--- config.mk ---
export PLATFORM = sky130hd
export DESIGN_NAME = multi_task_heartbeat_watchdog
export DESIGN_NICKNAME = d
export VERILOG_FILES = /design/src/hw/rtl/mthw_pkg.sv /design/src/hw/rtl/multi_task_heartbeat_watchdog.sv /design/src/hw/rtl/mthw_cell.sv
export SDC_FILE = /design/constraint.sdc
export NUM_CORES = 2
export LEC_CHECK = 0
export ABC_CLOCK_PERIOD_IN_PS = 3530
export BUFFER_PORTS_ARGS = -buffer_cell sky130_fd_sc_hd__buf_2
export CAP_MARGIN = 20
export CORE_ASPECT_RATIO = 0.9
export CORE_UTILIZATION = 59
export CTS_BUF_LIST = sky130_fd_sc_hd__clkbuf_8
export DETAILED_ROUTE_END_ITERATION = 10
export PLACE_DENSITY = 0.8
export SYNTH_ARGS = -nofsm -noshare
export SYNTH_HDL_FRONTEND = slang
export SYNTH_SLANG_ARGS = --single-unit
--- constraint.sdc ---
create_clock -name clk -period 3.53 [get_ports clk]
set_input_delay 1.059 -clock clk [delete_from_list [all_inputs] [get_ports clk]]
set_output_delay 1.059 -clock clk [all_outputs]
set_load 0.02 [all_outputs]
--- src/hw/rtl/mthw_pkg.sv ---
`timescale 1ns / 1ps

package mthw_pkg;

  localparam int NUM_TASKS_DEF    = 5;
  localparam int WARN_PERIOD_DEF  = 50;
  localparam logic [31:0] THRESH_RESET = 32'd2000;

  localparam int CNT_W    = 32;
  localparam int ID_W     = 3;
  localparam int ACTION_W = 2;
  localparam int IN_W     = 8;
  localparam int OUT_W    = 40;

  localparam logic [ACTION_W-1:0] ACT_HEARTBEAT = 2'd0;
  localparam logic [ACTION_W-1:0] ACT_CLEAR     = 2'd1;
  localparam logic [ACTION_W-1:0] ACT_TICK      = 2'd2;

  // check result rippling down the row of task cells
  typedef struct packed {
    logic             pass;   // every task so far passed
    logic             hit;    // a stuck task was found upstream
    logic [ID_W-1:0]  id;
    logic             warn;
    logic [CNT_W-1:0] stall;
  } chain_t;

endpackage

--- src/hw/rtl/multi_task_heartbeat_watchdog.sv ---
`timescale 1ns / 1ps
// a check tick request gives its result in the output register in the next cycle
// throughput: one request per cycle; the check ripples combinationally through the row of
// task cells, so the only stall comes from a full output register
// heartbeat and clear requests give no result
// reset (rst, synchronous): all counts, backups and stall counters clear, threshold 2000
module multi_task_heartbeat_watchdog #(
  parameter int NUM_TASKS   = mthw_pkg::NUM_TASKS_DEF,
  parameter int WARN_PERIOD = mthw_pkg::WARN_PERIOD_DEF
) (
  input  logic                       clk,
  input  logic                       rst,
  input  logic                       s_tvalid,
  output logic                       s_tready,
  input  logic [mthw_pkg::IN_W-1:0]  s_tdata,   // action[1:0], task_id[4:2]
  output logic                       m_tvalid,
  input  logic                       m_tready,
  output logic [mthw_pkg::OUT_W-1:0] m_tdata,   // feed[0], stuck_task[3:1], warn[4],
                                                // stall_ticks[36:5]
  input  logic                       cfg_valid,
  output logic                       cfg_ready,
  input  logic [31:0]                cfg_data
);
  import mthw_pkg::*;

  localparam logic [ID_W-1:0] NONE_ID = ID_W'(NUM_TASKS);

  logic [31:0]         thresh;
  logic                accept;
  logic                tick_acc;
  logic [ACTION_W-1:0] action;
  logic [ID_W-1:0]     task_id;
  chain_t              chain [NUM_TASKS+1];

  logic                feed_r;
  logic [ID_W-1:0]     stuck_r;
  logic                warn_r;
  logic [CNT_W-1:0]    stall_r;

  assign action    = s_tdata[ACTION_W-1:0];
  assign task_id   = s_tdata[ACTION_W+ID_W-1:ACTION_W];
  assign s_tready  = !m_tvalid || m_tready;
  assign accept    = s_tvalid && s_tready;
  assign tick_acc  = accept && (action == ACT_TICK);
  assign cfg_ready = 1'b1;

  assign chain[0] = '{pass: 1'b1, hit: 1'b0, id: '0, warn: 1'b0, stall: '0};

  for (genvar i = 0; i < NUM_TASKS; i++) begin : g_cell
    logic hb;
    logic clr;
    assign hb  = accept && (action == ACT_HEARTBEAT) && (32'(task_id) == i);
    assign clr = accept && (action == ACT_CLEAR) && (32'(task_id) == i);
    mthw_cell #(
      .WARN_PERIOD (WARN_PERIOD),
      .CELL_ID     (ID_W'(i))
    ) u_cell (
      .clk       (clk),
      .rst       (rst),
      .hb        (hb),
      .clr       (clr),
      .tick      (tick_acc),
      .thresh    (thresh),
      .chain_in  (chain[i]),
      .chain_out (chain[i+1])
    );
  end

  always_ff @(posedge clk) begin
    if (rst) begin
      thresh <= THRESH_RESET;
    end else if (cfg_valid && cfg_ready) begin
      thresh <= cfg_data;
    end
  end

  always_ff @(posedge clk) begin
    if (rst) begin
      m_tvalid <= 1'b0;
    end else if (tick_acc) begin
      m_tvalid <= 1'b1;
    end else if (m_tready) begin
      m_tvalid <= 1'b0;
    end
  end

  always_ff @(posedge clk) begin
    if (tick_acc) begin
      feed_r  <= chain[NUM_TASKS].pass;
      stuck_r <= chain[NUM_TASKS].pass ? NONE_ID : chain[NUM_TASKS].id;
      warn_r  <= chain[NUM_TASKS].warn;
      stall_r <= chain[NUM_TASKS].stall;
    end
  end

  assign m_tdata = {3'b000, stall_r, warn_r, stuck_r, feed_r};

  a_tick_result: assert property (@(posedge clk) disable iff (rst)
    tick_acc |=> m_tvalid)
    else $error("tick request left no result");

  a_no_spurious: assert property (@(posedge clk) disable iff (rst)
    accept && !tick_acc && !m_tvalid |=> !m_tvalid)
    else $error("result without a tick request");

  a_feed_clean: assert property (@(posedge clk) disable iff (rst)
    m_tvalid && feed_r |-> !warn_r && (stall_r == '0) && (stuck_r == NONE_ID))
    else $error("fed result carries stuck task data");

  a_chain_pass: assert property (@(posedge clk) disable iff (rst)
    chain[NUM_TASKS].pass |-> !chain[NUM_TASKS].hit)
    else $error("check both passed and found a stuck task");

endmodule

--- src/hw/rtl/mthw_cell.sv ---
`timescale 1ns / 1ps

module mthw_cell #(
  parameter int WARN_PERIOD = 50,
  parameter logic [2:0] CELL_ID = 3'd0
) (
  input  logic              clk,
  input  logic              rst,
  input  logic              hb,
  input  logic              clr,
  input  logic              tick,
  input  logic [31:0]       thresh,
  input  mthw_pkg::chain_t  chain_in,
  output mthw_pkg::chain_t  chain_out
);
  import mthw_pkg::*;

  localparam int MOD_W = (WARN_PERIOD > 1) ? $clog2(WARN_PERIOD) : 1;
  localparam logic [MOD_W-1:0] MOD_LAST = MOD_W'(WARN_PERIOD - 1);

  logic [CNT_W-1:0] count;
  logic [CNT_W-1:0] backup;
  logic [CNT_W-1:0] stall;
  logic [MOD_W-1:0] stall_mod;   // stall modulo the warn period

  logic             stuck;
  logic             take;
  logic             first;
  logic [CNT_W-1:0] stall_inc;
  logic [MOD_W-1:0] mod_inc;
  logic             warn;

  assign stuck     = (count != '0) && (count == backup);
  assign take      = chain_in.pass && !stuck;
  assign first     = chain_in.pass && stuck;
  assign stall_inc = stall + 1'b1;
  // a wrap of the stall counter restarts the period as well
  assign mod_inc   = ((stall == '1) || (stall_mod == MOD_LAST)) ? '0 : stall_mod + 1'b1;
  assign warn      = (stall_inc >= thresh) && (mod_inc == '0);

  always_comb begin
    chain_out      = chain_in;
    chain_out.pass = take;
    if (first) begin
      chain_out.hit   = 1'b1;
      chain_out.id    = CELL_ID;
      chain_out.warn  = warn;
      chain_out.stall = stall_inc;
    end
  end

  always_ff @(posedge clk) begin
    if (rst) begin
      count     <= '0;
      backup    <= '0;
      stall     <= '0;
      stall_mod <= '0;
    end else begin
      if (hb) begin
        count <= count + 1'b1;
      end else if (clr) begin
        count <= '0;
      end
      if (tick) begin
        if (take) begin
          backup    <= count;
          stall     <= '0;
          stall_mod <= '0;
        end else begin
          stall     <= stall_inc;
          stall_mod <= mod_inc;
        end
      end
    end
  end

endmodule

==> results.toml <==
[cts]
cts_buffers = 95
numClockSinks = 580
cts_tree = "done"
clock_path_buffers = 3
clkLatencyLatePin_ps = 730
root_buffer = "clkbuf_8"
htree_levels = 3
clk_pin_slew_ps = 80

[route]
drc_errors = 0
drt_iter0_drc = 3659
drtPass1Iterations = 8
wire_per_inst_um = 18.61
vias = 32050
via_per_inst = 6.145
finalWirelength_mm = 97.06
ant_nets = 0

[synthesis]
avgSynthCellArea_um2 = 8.155
synth-seq-area-share_pct = 35.42
syn_inst = 4148
ys_async_sr_fraction_pct = 0
synth.distinct_cells = 81
yosysWarnings = 0
synth_seq_cells = 580
synth-edff-count = 37
synth-main-ff-cell = "dfxtp_1"
syn_area_mm2 = 0.03383

[sta]
worst_slack_ps = -70.56
rsz0062_at_grt = "yes"
worstMarginPinSlew_ps = 980.1
layout_min_cycle_time_ps = 3601
period_share_pct = 102.0
finalHoldViolations = 0
fin_setup_tns_ps = -70.56
finClkSkew_ps = 39.56
relSlewSlack_pct = 34.66
fmax_mhz = 277.7
fin_hold_ws_ps = 469.1
setup_violations = 1
slew_violations = 0

[floorplanning]
core_mm2 = 0.05612
die_y_um = 229.2
fp-row-count = 82
start_util_pct = 60.27
die_w_um = 254.4
die_area_mm2 = 0.05830
ios = 88

[outcome]
status = "finished with violations"
violations = "negative setup slack"

[setup_path]
cpMostUsedCell = "buf_4"
crit_fanout = 4
startpoint_type = "flip-flop"
endpoint_kind = "flip-flop"
crit_chain = "nand4_1, or4_4, nor4b_4, buf_4, buf_4, xor2_1, ha_1, nand4_1, buf_4, nor3_1, o311a_4, o221ai_1, o2111ai_1"
crit_path_top_delay_cell = "or4_4"
cp.required_ps = 4080
critical-path-max-stage-delay_ps = 640
crit_type = "flip-flop to flip-flop"
critical_path_arrival_ps = 4150

[pwr]
vdd_drop_max_mv = 0.3357
p_leak_uw = 0.01645
p_per_area_mw_per_mm2 = 345.7

[global_routing]
grt_pass1_wl_mm = 153.1
first_global_vias = 29440
grt_util_all_layers_pct = 32.32
antenna_found_initial = 1
grt_max_degree = 139
overflow = 0

[finish]
nFillCells = 4387
nets = 4615
final_core_utilization_pct = 69.76
area_growth_pct = 15.74
drive_above_1_share_pct = 15.83

[place]
portBuffers = 80
hpwl_mm = 67.43
gp_congestion = 0.9815

[run]
drv_cap = 0

[worst_hold_path]
hp-class = "flip-flop to flip-flop"
[metal layers]
layer  part of all wire, %  up-vias  track usage [%]
li1                      -    15250                -
met2                    45     1517            50.01
met1                    42    15010            44.10
met3                   9.0      279            5.512
met4                   4.2        0            13.89
met5                     0        -                0
[where the power goes]
group,total [µW],switching (µW),internal (µW)
logic,816,563,253
registers,6660,17.6,6640
clock network,6060,2840,3220
[cells in the mapped netlist (7+ instances only)]
cell / n / share of area, %
dfxtp_1: 543 / 32
nor2_1: 464 / 5.1
nand2_1: 389 / 4.3
a21oi_1: 334 / 4.9
nand3_1: 219 / 3.2
o21ai_0: 217 / 3.2
xor2_1: 203 / 5.3
mux2i_1: 197 / 5.8
ha_1: 185 / 6.8
clkbuf_1: 178 / 2.0
xnor2_1: 125 / 3.2
nand4_1: 117 / 2.2
nor4_1: 89 / 1.6
inv_1: 86 / 0.95
buf_2: 77 / 1.1
nor3_1: 71 / 1.1
and3_1: 64 / 1.2
a31oi_1: 47 / 0.87
or3_1: 47 / 0.87
and2_1: 43 / 0.80
nand3b_1: 39 / 0.87
edfxtp_1: 37 / 3.3
and4_1: 33 / 0.85
a21o_1: 27 / 0.60
a22oi_1: 23 / 0.51
a22o_1: 19 / 0.49
o211ai_1: 19 / 0.42
nor2b_1: 17 / 0.31
buf_1: 16 / 0.18
buf_4: 16 / 0.36
a222oi_1: 15 / 0.44
or4_1: 15 / 0.33
nand4b_1: 14 / 0.36
a211oi_1: 12 / 0.27
a32o_1: 10 / 0.30
nand2b_1: 10 / 0.18
or2_2: 9 / 0.17
nor3b_1: 7 / 0.16
nor4_2: 7 / 0.26
[path summary, 6_finish.rpt]
| kind | from | end | slack, ps | cells after the start |
|---|---|---|---|---|
| worst max-delay path | g_cell[0].u_cell.stall[6] | warn_r | -70 | 13 |
| worst min-delay path | g_cell[1].u_cell.stall[11] | g_cell[1].u_cell.stall[11] | 470 | 2 |
| worst min register to register | g_cell[1].u_cell.stall[11] | g_cell[1].u_cell.stall[11] | 470 | 2 |
| worst max register to register | g_cell[0].u_cell.stall[6] | warn_r | -70 | 13 |
[cell families (layout without fill, tap and decap cells)]
family	Yosys count	in the layout	share of synthesized area, %
AND/OR/NAND/NOR	1680	1680	24.67
AO/OA/AOI/OAI	787	787	13.63
flip-flops	580	580	35.42
buffers and inverters	388	697	5.060
XOR/XNOR	328	328	8.493
multiplexers	198	198	5.863
adder cells (fa/ha/maj)	185	185	6.843
other	2	5	0.02220
[flip-flops by register name, summed over array words and instances (netlist names)]
signal and cells:
warn_r 1, g_cell.u_cell.count 160, stall_r 32, g_cell.u_cell.backup 160, feed_r 1, m_tvalid 1
g_cell.u_cell.stall 160, thresh 32, stuck_r 3, g_cell.u_cell.stall_mod 30
[timing repair]
action,in CTS,in global routing
hold endpoints to repair,0,0
setup endpoints to repair,1,9
gates resized for setup,24,83
pin swaps,13,46
hold buffers,0,0
setup buffers,5,16
[layout by cell type (no fill, tap or decap), types with 183 or more instances in the layout]
cell       n
a21oi_1  329
buf_4    340
dfxtp_1  523
ha_1     183
mux2i_1  196
nand2_1  389
nand3_1  207
nor2_1   454
o21ai_0  213
xor2_1   197
[cell type report]
cell class	instances	area (µm²)	area share (%)
antenna	1	2.502	0.006392
clock buffer	121	1665	4.254
clock inverter	50	282.8	0.7223
inverter	90	342.8	0.8757
multi-input combinational	3182	20600	52.63
sequential	580	12010	30.67
tap	756	945.9	2.416
timing repair buffer	436	3297	8.421
[critical path: cells and delay by family (launching register included)]
| kind | cells | cell delay, ps |
|---|---|---|
| AND/OR/NAND/NOR | 5 | 1670 |
| AO/OA/AOI/OAI | 3 | 570 |
| buffers and inverters | 3 | 480 |
| flip-flops | 1 | 330 |
| adder cells (fa/ha/maj) | 1 | 330 |
| XOR/XNOR | 1 | 70 |
[per-stage QoR]
stage / std cells / area (µm²) / power (µW) / setup WS [ps]
floorplan: 4150 / 33840 / 7301 / 36.29
global placement: 5023 / 36590 / 7562 / -148.2
detailed placement: 5024 / 36620 / 7579 / -207.4
CTS: 5200 / 38720 / 13550 / 6.290
global route: 5216 / 39150 / 13920 / -197.6
finish: 5216 / 39150 / 13540 / -70.56
Note: power is estimated with default switching activity, not from simulation.
